## config.mk

```make
export PLATFORM = sky130hd
export DESIGN_NAME = rpn_stack_evaluator_core
export DESIGN_NICKNAME = d
export VERILOG_FILES = /design/src/design/rse_pkg.sv /design/src/design/rpn_stack_evaluator_core.sv /design/src/design/rse_ram.sv /design/src/design/rse_alu.sv
export SDC_FILE = /design/constraint.sdc
export NUM_CORES = 2
export LEC_CHECK = 0
export BUFFER_PORTS_ARGS = -buffer_cell sky130_fd_sc_hd__buf_2
export CELL_PAD_IN_SITES_DETAIL_PLACEMENT = 0
export CELL_PAD_IN_SITES_GLOBAL_PLACEMENT = 1
export CORE_MARGIN = 2
export CORE_UTILIZATION = 25
export CTS_CLUSTER_SIZE = 12
export DETAILED_ROUTE_END_ITERATION = 8
export GPL_ROUTABILITY_DRIVEN = 0
export PLACE_DENSITY_LB_ADDON = 0.05
export SLEW_MARGIN = 0
export SYNTH_ARGS = -nofsm -noshare
export SYNTH_HDL_FRONTEND = slang
export SYNTH_SLANG_ARGS = --single-unit
export TNS_END_PERCENT = 1
```

## constraint.sdc

```tcl
create_clock -name clk -period 4.4 [get_ports clk]
set_input_delay 0 -clock clk [delete_from_list [all_inputs] [get_ports clk]]
set_output_delay 0 -clock clk [all_outputs]
set_load 0.01 [all_outputs]
```

## src/design/rse_pkg.sv

```systemverilog
// shared types, constants and codes of the rpn stack evaluator
package rse_pkg;

	localparam int STACK_DEPTH   = 128;
	localparam int FRACTION_BITS = 16;
	localparam int DATA_W        = 32;
	localparam int OP_W          = 3;
	localparam int DEPTH_W       = 8;
	localparam int ADDR_W        = $clog2(STACK_DEPTH);
	localparam int SP_W          = $clog2(STACK_DEPTH + 1);
	localparam int CNT_W         = $clog2(DATA_W);

	localparam logic [DATA_W-1:0] SAT_MAX = 32'h7FFF_FFFF;
	localparam logic [DATA_W-1:0] SAT_MIN = 32'h8000_0000;

	// token codes, anything else is unknown
	typedef enum logic [OP_W-1:0] {
		OP_PUSH   = 3'd0,
		OP_ADD    = 3'd1,
		OP_SUB    = 3'd2,
		OP_MUL    = 3'd3,
		OP_DIV    = 3'd4,
		OP_FINISH = 3'd5
	} token_op_t;

	typedef enum logic [1:0] {
		ALU_ADD = 2'd0,
		ALU_SUB = 2'd1,
		ALU_MUL = 2'd2,
		ALU_DIV = 2'd3
	} alu_op_t;

	typedef struct packed {
		logic    start;
		alu_op_t op;
	} alu_req_t;

	typedef struct packed {
		logic              done;
		logic [DATA_W-1:0] result;
	} alu_rsp_t;

endpackage

```

## src/design/rpn_stack_evaluator_core.sv

```systemverilog
// top level of the rpn stack evaluator: token sequencer, value stack and shared unit
//
// usage
// - input channel (in_valid, in_stall, operation, operand) carries one token per
//   transaction; in_stall is high from the accepting edge until the token is done
// - output channel (out_valid, out_stall, value and flags, depth) returns exactly
//   one transaction per token, held in an output register while stalled
// - a new token is taken while the previous result still waits in the output
//   register; only a second finished result waits for out_stall to drop
// - multiply and divide walk one bit per cycle through the shared unit (32 steps)
// - stack lives in a ram with one write port, one read port and registered read;
//   each pop goes through the registered read port, the push through the write port
// - reset clears the stack pointer, sequencer and output valid; stack contents
//   need no clearing since only written entries are ever popped
// - depth reports the entry count after the token
module rpn_stack_evaluator_core (
	input  logic                             clk,
	input  logic                             arst_n,
	input  logic                             in_valid,
	output logic                             in_stall,
	input  logic [rse_pkg::OP_W-1:0]         operation,
	input  logic signed [rse_pkg::DATA_W-1:0] operand,
	output logic                             out_valid,
	input  logic                             out_stall,
	output logic signed [rse_pkg::DATA_W-1:0] value,
	output logic                             underflow,
	output logic                             overflow,
	output logic                             zero_divide,
	output logic                             unknown_op,
	output logic [rse_pkg::DEPTH_W-1:0]      depth
);
	import rse_pkg::*;

	// sequencer states
	typedef enum logic [6:0] {
		S_IDLE = 7'b0000001,  // waiting for a token
		S_POPB = 7'b0000010,  // read top entry (right operand)
		S_GETB = 7'b0000100,  // capture right operand, maybe read left
		S_GETA = 7'b0001000,  // capture left operand, start the unit
		S_CALC = 7'b0010000,  // shared unit busy
		S_PUSH = 7'b0100000,  // write the result back
		S_DONE = 7'b1000000   // hand the result to the output register
	} seq_state_t;

	seq_state_t        state_q;
	logic [SP_W-1:0]   sp_q;
	logic [OP_W-1:0]   op_q;
	logic [DATA_W-1:0] result_q;
	logic [DATA_W-1:0] b_q;
	logic              hit_q;   // last pop came from the ram
	logic              under_q;
	logic              over_q;
	logic              zdiv_q;
	logic              unk_q;

	logic              out_valid_q;
	logic [DATA_W-1:0] value_q;
	logic              underflow_q;
	logic              overflow_q;
	logic              zero_divide_q;
	logic              unknown_op_q;
	logic [DEPTH_W-1:0] depth_q;

	logic [SP_W-1:0]   sp_dec;
	logic [DATA_W-1:0] ram_rdata;
	logic [DATA_W-1:0] popped;
	logic              ram_we;
	logic              do_pop;
	logic              b_last;  // no second pop after the right operand
	logic              out_load;
	alu_req_t          alu_req;
	alu_rsp_t          alu_rsp;

	// stack top always sits at sp - 1, so the read address follows the pointer
	assign sp_dec = sp_q - SP_W'(1);
	assign popped = hit_q ? ram_rdata : '0;

	assign b_last = (op_q == OP_FINISH) || ((op_q == OP_DIV) && (popped == '0));
	assign do_pop = (state_q == S_POPB) || ((state_q == S_GETB) && !b_last);
	assign ram_we = (state_q == S_PUSH) && (sp_q < SP_W'(STACK_DEPTH));

	assign out_load = (state_q == S_DONE) && (!out_valid_q || !out_stall);

	assign in_stall = (state_q != S_IDLE);

	// token code to shared unit operation
	always_comb begin
		alu_req.start = (state_q == S_GETA);
		unique case (op_q)
			OP_ADD:  alu_req.op = ALU_ADD;
			OP_SUB:  alu_req.op = ALU_SUB;
			OP_MUL:  alu_req.op = ALU_MUL;
			default: alu_req.op = ALU_DIV;
		endcase
	end

	rse_ram #(
		.WIDTH (DATA_W),
		.DEPTH (STACK_DEPTH)
	) u_stack (
		.clk   (clk),
		.we    (ram_we),
		.waddr (sp_q[ADDR_W-1:0]),
		.wdata (result_q),
		.raddr (sp_dec[ADDR_W-1:0]),
		.rdata (ram_rdata)
	);

	rse_alu u_alu (
		.clk    (clk),
		.arst_n (arst_n),
		.req    (alu_req),
		.a      (popped),
		.b      (b_q),
		.rsp    (alu_rsp)
	);

	// sequencer and stack pointer
	always_ff @(posedge clk or negedge arst_n) begin
		if (!arst_n) begin
			state_q  <= S_IDLE;
			sp_q     <= '0;
			op_q     <= '0;
			result_q <= '0;
			b_q      <= '0;
			hit_q    <= 1'b0;
			under_q  <= 1'b0;
			over_q   <= 1'b0;
			zdiv_q   <= 1'b0;
			unk_q    <= 1'b0;
		end else begin
			// pop: empty stack yields zero and flags underflow
			if (do_pop) begin
				if (sp_q != '0) begin
					sp_q  <= sp_dec;
					hit_q <= 1'b1;
				end else begin
					hit_q   <= 1'b0;
					under_q <= 1'b1;
				end
			end
			unique case (state_q)
				S_IDLE: begin
					if (in_valid) begin
						op_q     <= operation;
						result_q <= operand;
						under_q  <= 1'b0;
						over_q   <= 1'b0;
						zdiv_q   <= 1'b0;
						unk_q    <= 1'b0;
						unique case (operation)
							OP_PUSH: begin
								state_q <= S_PUSH;
							end
							OP_ADD, OP_SUB, OP_MUL, OP_DIV, OP_FINISH: begin
								state_q <= S_POPB;
							end
							default: begin
								unk_q    <= 1'b1;
								result_q <= '0;
								state_q  <= S_DONE;
							end
						endcase
					end
				end
				S_POPB: begin
					state_q <= S_GETB;
				end
				S_GETB: begin
					b_q <= popped;
					if (op_q == OP_FINISH) begin
						result_q <= popped;
						state_q  <= S_DONE;
					end else if (b_last) begin
						// zero divisor: discarded, dividend stays, nothing pushed
						zdiv_q   <= 1'b1;
						result_q <= '0;
						state_q  <= S_DONE;
					end else begin
						state_q <= S_GETA;
					end
				end
				S_GETA: begin
					state_q <= S_CALC;
				end
				S_CALC: begin
					if (alu_rsp.done) begin
						result_q <= alu_rsp.result;
						state_q  <= S_PUSH;
					end
				end
				S_PUSH: begin
					// full stack drops the value
					if (ram_we) begin
						sp_q <= sp_q + SP_W'(1);
					end else begin
						over_q <= 1'b1;
					end
					state_q <= S_DONE;
				end
				S_DONE: begin
					if (out_load) begin
						state_q <= S_IDLE;
					end
				end
				default: begin
					state_q <= S_IDLE;
				end
			endcase
		end
	end

	// output register, frees the sequencer while the receiver stalls
	always_ff @(posedge clk or negedge arst_n) begin
		if (!arst_n) begin
			out_valid_q <= 1'b0;
		end else if (out_load) begin
			out_valid_q <= 1'b1;
		end else if (!out_stall) begin
			out_valid_q <= 1'b0;
		end
	end

	always_ff @(posedge clk) begin
		if (out_load) begin
			value_q       <= result_q;
			underflow_q   <= under_q;
			overflow_q    <= over_q;
			zero_divide_q <= zdiv_q;
			unknown_op_q  <= unk_q;
			depth_q       <= DEPTH_W'(sp_q);
		end
	end

	assign out_valid   = out_valid_q;
	assign value       = value_q;
	assign underflow   = underflow_q;
	assign overflow    = overflow_q;
	assign zero_divide = zero_divide_q;
	assign unknown_op  = unknown_op_q;
	assign depth       = depth_q;

`ifndef SYNTH
	// one token at a time: the sequencer closes the input right after a transaction
	a_single_token: assert property (@(posedge clk) disable iff (!arst_n)
		in_valid && !in_stall |=> in_stall)
		else $error("token accepted while another is in flight");

	// stack pointer never runs past the stack
	a_sp_bound: assert property (@(posedge clk) disable iff (!arst_n)
		sp_q <= SP_W'(STACK_DEPTH))
		else $error("stack pointer beyond stack depth");

	// shared unit only finishes while the sequencer waits for it
	a_alu_done: assert property (@(posedge clk) disable iff (!arst_n)
		alu_rsp.done |-> state_q == S_CALC)
		else $error("shared unit result with no waiting sequencer");

	// overflow only reported when the stack is full
	a_overflow_full: assert property (@(posedge clk) disable iff (!arst_n)
		out_load && over_q |-> sp_q == SP_W'(STACK_DEPTH))
		else $error("overflow flagged with room on the stack");

	// a zero divisor result carries a zero value and pushes nothing
	a_zdiv_value: assert property (@(posedge clk) disable iff (!arst_n)
		out_valid_q && zero_divide_q |-> value_q == '0 && !overflow_q)
		else $error("zero divide result not clean");
`endif

endmodule

```

## src/design/rse_ram.sv

```systemverilog
// generic single write port ram with registered read
module rse_ram #(
	parameter int WIDTH = 32,
	parameter int DEPTH = 128,
	localparam int AW = $clog2(DEPTH)
) (
	input  logic             clk,
	input  logic             we,
	input  logic [AW-1:0]    waddr,
	input  logic [WIDTH-1:0] wdata,
	input  logic [AW-1:0]    raddr,
	output logic [WIDTH-1:0] rdata
);

	logic [WIDTH-1:0] mem_q [DEPTH];
	logic [WIDTH-1:0] rdata_q;

	always_ff @(posedge clk) begin
		if (we) begin
			mem_q[waddr] <= wdata;
		end
		rdata_q <= mem_q[raddr];
	end

	assign rdata = rdata_q;

endmodule

```

## src/design/rse_alu.sv

```systemverilog
// shared iterative fixed point unit: add, subtract, shift-add multiply, restoring divide
module rse_alu (
	input  logic                    clk,
	input  logic                    arst_n,
	input  rse_pkg::alu_req_t       req,
	input  logic [rse_pkg::DATA_W-1:0] a,
	input  logic [rse_pkg::DATA_W-1:0] b,
	output rse_pkg::alu_rsp_t       rsp
);
	import rse_pkg::*;

	typedef enum logic [2:0] {
		A_IDLE = 3'b001,
		A_RUN  = 3'b010,
		A_FIN  = 3'b100
	} alu_state_t;

	alu_state_t        state_q;
	alu_op_t           op_q;
	logic              neg_q;
	logic              presat_q;
	logic [CNT_W-1:0]  cnt_q;
	logic [DATA_W-1:0] acc_q;
	logic [DATA_W-1:0] lo_q;
	logic [DATA_W-1:0] m_q;

	logic [DATA_W-1:0]   mag_a, mag_b;
	logic [2*DATA_W-1:0] wide_a;
	logic [DATA_W+1:0]   add_x, add_y, add_sum;
	logic                add_cin;
	logic                quot_bit;
	logic [2*DATA_W-1:0] prod_shift;
	logic [DATA_W:0]     sum33;
	logic                big;
	logic [DATA_W-1:0]   mag_res;
	logic [DATA_W-1:0]   result;

	assign mag_a  = a[DATA_W-1] ? (~a + 1'b1) : a;
	assign mag_b  = b[DATA_W-1] ? (~b + 1'b1) : b;
	// dividend magnitude scaled by the fraction; high word seeds the remainder
	assign wide_a = {{DATA_W{1'b0}}, mag_a} << FRACTION_BITS;

	// the one adder, operands steered by operation
	always_comb begin
		unique case (op_q)
			ALU_ADD: begin
				add_x   = {{2{lo_q[DATA_W-1]}}, lo_q};
				add_y   = {{2{m_q[DATA_W-1]}}, m_q};
				add_cin = 1'b0;
			end
			ALU_SUB: begin
				add_x   = {{2{lo_q[DATA_W-1]}}, lo_q};
				add_y   = ~{{2{m_q[DATA_W-1]}}, m_q};
				add_cin = 1'b1;
			end
			ALU_MUL: begin
				add_x   = {2'b00, acc_q};
				add_y   = lo_q[0] ? {2'b00, m_q} : '0;
				add_cin = 1'b0;
			end
			ALU_DIV: begin
				add_x   = {1'b0, acc_q, lo_q[DATA_W-1]};
				add_y   = ~{2'b00, m_q};
				add_cin = 1'b1;
			end
			default: begin
				add_x   = '0;
				add_y   = '0;
				add_cin = 1'b0;
			end
		endcase
	end

	assign add_sum  = add_x + add_y + {{(DATA_W+1){1'b0}}, add_cin};
	assign quot_bit = ~add_sum[DATA_W+1];

	always_ff @(posedge clk or negedge arst_n) begin
		if (!arst_n) begin
			state_q <= A_IDLE;
			cnt_q   <= '0;
		end else begin
			unique case (state_q)
				A_IDLE: begin
					cnt_q <= '0;
					if (req.start) begin
						if (req.op == ALU_MUL || req.op == ALU_DIV) begin
							state_q <= A_RUN;
						end else begin
							state_q <= A_FIN;
						end
					end
				end
				A_RUN: begin
					cnt_q <= cnt_q + 1'b1;
					if (cnt_q == CNT_W'(DATA_W - 1)) begin
						state_q <= A_FIN;
					end
				end
				A_FIN: begin
					state_q <= A_IDLE;
				end
				default: begin
					state_q <= A_IDLE;
				end
			endcase
		end
	end

	always_ff @(posedge clk) begin
		if (state_q == A_IDLE && req.start) begin
			op_q     <= req.op;
			neg_q    <= a[DATA_W-1] ^ b[DATA_W-1];
			presat_q <= 1'b0;
			unique case (req.op)
				ALU_MUL: begin
					acc_q <= '0;
					lo_q  <= mag_a;
					m_q   <= mag_b;
				end
				ALU_DIV: begin
					acc_q    <= wide_a[2*DATA_W-1:DATA_W];
					lo_q     <= wide_a[DATA_W-1:0];
					m_q      <= mag_b;
					// quotient would not fit in one word
					presat_q <= (wide_a[2*DATA_W-1:DATA_W] >= mag_b);
				end
				default: begin
					acc_q <= '0;
					lo_q  <= a;
					m_q   <= b;
				end
			endcase
		end else if (state_q == A_RUN) begin
			if (op_q == ALU_MUL) begin
				acc_q <= add_sum[DATA_W:1];
				lo_q  <= {add_sum[0], lo_q[DATA_W-1:1]};
			end else begin
				acc_q <= quot_bit ? add_sum[DATA_W-1:0] : {acc_q[DATA_W-2:0], lo_q[DATA_W-1]};
				lo_q  <= {lo_q[DATA_W-2:0], quot_bit};
			end
		end
	end

	assign prod_shift = {acc_q, lo_q} >> FRACTION_BITS;
	assign sum33      = add_sum[DATA_W:0];

	always_comb begin
		big     = 1'b0;
		mag_res = lo_q;
		result  = '0;
		unique case (op_q)
			ALU_ADD, ALU_SUB: begin
				if (sum33[DATA_W] ^ sum33[DATA_W-1]) begin
					result = sum33[DATA_W] ? SAT_MIN : SAT_MAX;
				end else begin
					result = sum33[DATA_W-1:0];
				end
			end
			default: begin
				if (op_q == ALU_MUL) begin
					big     = |prod_shift[2*DATA_W-1:DATA_W-1];
					mag_res = prod_shift[DATA_W-1:0];
				end else begin
					big     = presat_q | lo_q[DATA_W-1];
					mag_res = lo_q;
				end
				if (big) begin
					result = neg_q ? SAT_MIN : SAT_MAX;
				end else begin
					result = neg_q ? (~mag_res + 1'b1) : mag_res;
				end
			end
		endcase
	end

	assign rsp.done   = (state_q == A_FIN);
	assign rsp.result = result;

endmodule

```

==> flow_summary.html <==
<table>
<tr><th>Metric</th><th>Value</th></tr>
<tr><th colspan="2">Outcome</th></tr>
<tr><td>Run status</td><td>finished, final reports clean</td></tr>
<tr><th colspan="2">Logic synthesis</th></tr>
<tr><td>Fraction of registers with async set or reset after synthesis</td><td>0.0220</td></tr>
<tr><td>Ys Warns</td><td>0</td></tr>
<tr><td>Post-synthesis sequential area ratio</td><td>0.746</td></tr>
<tr><td>Mean area per synthesized cell</td><td>21.2 um2</td></tr>
<tr><td>Main area contributors after synthesis</td><td>sky130_fd_sc_hd__edfxtp_1 73%, sky130_fd_sc_hd__mux4_2 17%, sky130_fd_sc_hd__dfrtp_1 1.3%</td></tr>
<tr><td>Most common library cells after synthesis</td><td>4240 x sky130_fd_sc_hd__edfxtp_1, 1344 x sky130_fd_sc_hd__mux4_2, 353 x sky130_fd_sc_hd__nand2_1, 327 x sky130_fd_sc_hd__clkbuf_1, 292 x sky130_fd_sc_hd__nor2_1</td></tr>
<tr><td>Number of distinct library cells after synthesis</td><td>98</td></tr>
<tr><td>Post-Syn Instances</td><td>slightly above 8000</td></tr>
<tr><td>Cell with the most instances after synthesis</td><td>sky130_fd_sc_hd__edfxtp_1</td></tr>
<tr><td>Count of flip-flops with a built-in enable after synthesis</td><td>around 4200</td></tr>
<tr><td>Mapped cell area</td><td>0.175 mm2</td></tr>
<tr><td>#FFs+latches synth</td><td>about 4400</td></tr>
<tr><td>Post-synth top area share</td><td>0.728</td></tr>
<tr><td>Net count of the mapped netlist</td><td>8321</td></tr>
<tr><td>Top_reg_cell synth</td><td>sky130_fd_sc_hd__edfxtp_1</td></tr>
<tr><td>Largest area contributor in the netlist</td><td>sky130_fd_sc_hd__edfxtp_1</td></tr>
<tr><th colspan="2">Detailed routing</th></tr>
<tr><td>Post-detailed-route via-to-cell ratio</td><td>about 4.8</td></tr>
<tr><td>Antenna-violating nets left</td><td>0</td></tr>
<tr><td>Final routed DRC violation total</td><td>0</td></tr>
<tr><td>Final wirelength</td><td>651000 um</td></tr>
<tr><td>Length of the first detailed-routing pass in iterations</td><td>6</td></tr>
<tr><td>Starting DRC count in detailed routing</td><td>9274</td></tr>
<tr><td>Detailed-route wire length per cell</td><td>34.4 um</td></tr>
<tr><td>DR vias</td><td>approximately 90000</td></tr>
<tr><th colspan="2">Place</th></tr>
<tr><td>Half-perimeter wire length after detailed placement</td><td>411000 um</td></tr>
<tr><td>I/O Buffers</td><td>84</td></tr>
<tr><th colspan="2">Global routing</th></tr>
<tr><td>All-Layer GR Usage</td><td>0.181</td></tr>
<tr><td>Global Route met3 Usage</td><td>0.0193</td></tr>
<tr><td>Most heavily used metal layer in global routing</td><td>met2</td></tr>
<tr><td>Met1 Use GR</td><td>0.264</td></tr>
<tr><td>Grt met2 use</td><td>0.292</td></tr>
<tr><td>Global-route wire length before repair</td><td>slightly below 900000 um</td></tr>
<tr><td>Vias in the first global route</td><td>94600</td></tr>
<tr><td>Largest net degree at the start of global routing</td><td>131</td></tr>
<tr><td>Total congestion overflow after global routing</td><td>0</td></tr>
<tr><td>Antenna violations before repair</td><td>96</td></tr>
<tr><th colspan="2">Floorplanning</th></tr>
<tr><td>Width of the chip</td><td>840 um</td></tr>
<tr><td>Site row count</td><td>between 300 and 400</td></tr>
<tr><td>Die Outline Area</td><td>0.706 mm2</td></tr>
<tr><td>Top-level I/O count</td><td>85</td></tr>
<tr><td>Initial Utilization</td><td>0.250</td></tr>
<tr><td>Core box area</td><td>0.698 mm2</td></tr>
<tr><td>Die Height</td><td>840 um</td></tr>
<tr><th colspan="2">Layout</th></tr>
<tr><td>Final-stage net count</td><td>slightly above 9000</td></tr>
<tr><td>Fraction of final layout cells with drive strength greater than 1</td><td>0.329</td></tr>
<tr><td>P&amp;R area growth vs syn</td><td>21.2%</td></tr>
<tr><th colspan="2">Power</th></tr>
<tr><td>Part of the power in combinational logic</td><td>0.416</td></tr>
<tr><td>Net switching component of the power</td><td>~65 mW</td></tr>
<tr><td>VDD IR max</td><td>0.666 mV</td></tr>
<tr><td>Internal power</td><td>103 mW</td></tr>
<tr><td>Fraction of power consumed by the clock network</td><td>0.253</td></tr>
<tr><td>Static Leakage</td><td>65.8 nW</td></tr>
<tr><td>PD cells</td><td>793 mW/mm2</td></tr>
<tr><td>Fraction of power spent switching nets</td><td>0.388</td></tr>
<tr><td>Fraction of power consumed by sequential logic</td><td>0.331</td></tr>
<tr><td>Total Power</td><td>168 mW</td></tr>
<tr><th colspan="2">STA</th></tr>
<tr><td>Fin. Hold Viols</td><td>0</td></tr>
<tr><td>Unrepaired setup endpoints after global routing</td><td>true</td></tr>
<tr><td>Setup violation total in the final timing report</td><td>0</td></tr>
<tr><td>Crit path time final</td><td>around 4.2 ns</td></tr>
<tr><td>Portion of the clock cycle consumed by the worst path in the final layout</td><td>0.953</td></tr>
<tr><td>Total Negative Setup Slacks</td><td>0 ns</td></tr>
<tr><td>Relative max-transition margin</td><td>0.0819</td></tr>
<tr><td>Final Slew Violations</td><td>0</td></tr>
<tr><td>Transition at the pin with the smallest max-transition slack</td><td>roughly 1.4 ns</td></tr>
<tr><td>Achievable Freq</td><td>238 MHz</td></tr>
<tr><td>Clock skew after layout</td><td>0.0843 ns</td></tr>
<tr><th colspan="2">Run</th></tr>
<tr><td>Count of max-cap constraint violations</td><td>0</td></tr>
<tr><th colspan="2">Clocking</th></tr>
<tr><td>CTS buffer count</td><td>541</td></tr>
<tr><td>Skew-Pair Late Insertion Delay</td><td>1.09 ns</td></tr>
<tr><td>Clock tree from TritonCTS</td><td>done</td></tr>
<tr><td>Number of buffers on the longest clock path</td><td>4</td></tr>
<tr><td>TritonCTS sink count</td><td>4368</td></tr>
<tr><td>Clock-pin slew of the registers on the worst-case setup and hold paths</td><td>0.06 ns</td></tr>
<tr><td>Number of H-tree branching levels</td><td>6</td></tr>
<tr><td>Clk Tree Root Cell</td><td>sky130_fd_sc_hd__clkbuf_16</td></tr>
<tr><th colspan="2">Worst setup path</th></tr>
<tr><td>Capturing element type of the critical path</td><td>register</td></tr>
<tr><td>Required time of the worst setup path</td><td>5.24 ns</td></tr>
<tr><td>Critical path class</td><td>register to register</td></tr>
<tr><td>Critical path fanouts, max</td><td>28</td></tr>
<tr><td>Data arrival at the endpoint of the critical path</td><td>5.03 ns</td></tr>
<tr><td>Launching element type of the critical path</td><td>register</td></tr>
<tr><th colspan="2">Worst hold path</th></tr>
<tr><td>Worst hold path class</td><td>primary input to register</td></tr>
</table>
power by group through the flow:
stage | registers, mW | clock network [mW] | logic, mW
5_1_grt | 55.8 | 45.3 | 73.6
3_5_place_dp | 56.5 | 0 | 72.3
6_report | 55.6 | 42.6 | 69.9
3_3_place_gp | 56.4 | 0 | 72.2
2_1_floorplan | 56.8 | 0 | 32.2
4_1_cts | 55.6 | 44.0 | 72.5
worst paths after layout:
kind / from / end / slack (ns) / cells after the start
max in group asynchronous: arst_n / result_q[19]$_DFFE_PN0P_ / 2.94 / 6
worst max-delay path: u_alu.op_q[0]$_DFFE_PP_ / u_alu.acc_q[29]$_SDFFCE_PP0P_ / 0.21 / 15
worst min register to register: unk_q$_DFFE_PN0P_ / unknown_op$_DFFE_PP_ / 0.46 / 0
min in group asynchronous: arst_n / state_q[5]$_DFFE_PN0P_ / 0.63 / 5
worst min-delay path: operand[24] / result_q[24]$_DFFE_PN0P_ / 0.13 / 6
worst max register to register: u_alu.op_q[0]$_DFFE_PP_ / u_alu.acc_q[29]$_SDFFCE_PP0P_ / 0.21 / 15
metrics by stage:
stage                     setup WS (ns)  utilization  std cells  hold WS, ns  instance area [um2]
after floorplan                  0.0455            -       8225       -0.296               175000
after global placement           -0.150        0.278      17800       0.0304               194000
after detailed placement        -0.0561        0.278      17800       0.0301               194000
after CTS                       0.00551        0.303      18800       0.0109               212000
after global routing            -0.0324        0.304      18900        0.108               212000
final                             0.206        0.304      18900        0.130               212000
metal layers:
layer	share of wire	vias to the layer above
met4	0.023	2
met2	0.47	2333
met5	0.000018	-
met3	0.039	651
met1	0.47	50200
li1	-	36800
critical path, stage by stage, from the launching register on:
cell and delay (ns):
sky130_fd_sc_hd__edfxtp_1 0.47, sky130_fd_sc_hd__inv_1 0.12, sky130_fd_sc_hd__buf_4 0.15, sky130_fd_sc_hd__buf_4 0.30, sky130_fd_sc_hd__o21ai_0 0.16, sky130_fd_sc_hd__ha_1 0.36, sky130_fd_sc_hd__nand2_1 0.12, sky130_fd_sc_hd__a2111oi_1 0.42
sky130_fd_sc_hd__buf_4 0.20, sky130_fd_sc_hd__o21ai_1 0.10, sky130_fd_sc_hd__nand3_2 0.15, sky130_fd_sc_hd__a31o_1 0.19, sky130_fd_sc_hd__a311o_1 0.32, sky130_fd_sc_hd__and2_4 0.34, sky130_fd_sc_hd__mux2_2 0.37, sky130_fd_sc_hd__o211a_1 0.20
timing repair:
| action | CTS | global route |
|---|---|---|
| gates cloned | 0 | 1 |
| hold buffers | 70 | 0 |
| gates resized for setup | 1 | 19 |
| pin swaps | 0 | 6 |
| setup endpoints to repair | 2 | 47 |
| buffers inserted | 0 | 0 |
| endpoints found under the hold margin | 184 | 0 |
logic make-up (layout without fill, tap and decap cells):
kind of cell | Yosys count | count (layout) | synth area share
simple gates | 940 | 940 | 0.0242
other cells | 0 | 66 | 0
compound gates | 759 | 759 | 0.0273
flops | 4368 | 4368 | 0.746
buf+inv | 530 | 1872 | 0.0127
mux | 1455 | 1455 | 0.180
fa+ha+maj | 57 | 57 | 0.00417
xor+xnor | 116 | 116 | 0.00586
placed cells by master, fill, tap and decap left out, types with 21 or more instances in the layout:
cell                            Yosys  layout
sky130_fd_sc_hd__nor2b_1           24      22
sky130_fd_sc_hd__a21o_1            30      30
sky130_fd_sc_hd__dfrtp_4            0      33
sky130_fd_sc_hd__clkbuf_16          0     552
sky130_fd_sc_hd__diode_2            0      66
sky130_fd_sc_hd__mux2_2            41      41
sky130_fd_sc_hd__clkinv_8           0      22
sky130_fd_sc_hd__nor2_1           292     162
sky130_fd_sc_hd__o31ai_1           28      25
sky130_fd_sc_hd__clkinv_2           0      71
sky130_fd_sc_hd__buf_12             0     226
sky130_fd_sc_hd__bufinv_16          0      25
sky130_fd_sc_hd__clkbuf_1         327     137
sky130_fd_sc_hd__dlygate4sd3_1      0      69
sky130_fd_sc_hd__a31oi_1           53      52
sky130_fd_sc_hd__o21ai_0          218     216
sky130_fd_sc_hd__edfxtp_1        4240    4240
sky130_fd_sc_hd__buf_2            125      83
sky130_fd_sc_hd__xnor2_1           64      58
sky130_fd_sc_hd__dfxtp_1           32      32
sky130_fd_sc_hd__nor3_1            53      53
sky130_fd_sc_hd__ha_1              55      54
sky130_fd_sc_hd__mux4_2          1344    1344
sky130_fd_sc_hd__buf_4              3     498
sky130_fd_sc_hd__or3_1             35      31
sky130_fd_sc_hd__clkinv_1           3     112
sky130_fd_sc_hd__nand3_1           54      51
sky130_fd_sc_hd__mux2i_1           69      69
sky130_fd_sc_hd__inv_1             32      30
sky130_fd_sc_hd__xor2_1            51      49
sky130_fd_sc_hd__dfrtp_1           94      60
sky130_fd_sc_hd__and2_1            22      22
sky130_fd_sc_hd__nand2_1          353     351
sky130_fd_sc_hd__nor2_4             0     129
sky130_fd_sc_hd__o22ai_1           31      31
sky130_fd_sc_hd__a21oi_1          202     200
sky130_fd_sc_hd__a211oi_1          22      21
cell type report:
| class | count | area (um2) |
|---|---|---|
| Antenna cell | 66 | 165 |
| Clock buffer | 691 | 14300 |
| Clock inverter | 264 | 2330 |
| Fill cell | 67400 | 486000 |
| Inverter | 36 | 135 |
| Multi-Input combinational cell | 3327 | 43400 |
| Sequential cell | 4368 | 130000 |
| Tap cell | 9270 | 11600 |
| Timing Repair Buffer | 881 | 9470 |
flip-flops by register name, summed over array words and instances, names as in the netlist, 2 cells and up:
| signal | cells |
|---|---|
| u_alu.lo_q | 32 |
| u_stack.rdata | 32 |
| u_alu.op_q | 2 |
| u_alu.state_q | 3 |
| state_q | 7 |
| u_alu.m_q | 32 |
| u_stack.mem_q | 4096 |
| value | 32 |
| b_q | 32 |
| sp_q | 8 |
| u_alu.cnt_q | 5 |
| result_q | 32 |
| depth | 8 |
| op_q | 3 |
| u_alu.acc_q | 32 |
Power figures use the tool's default switching activity.
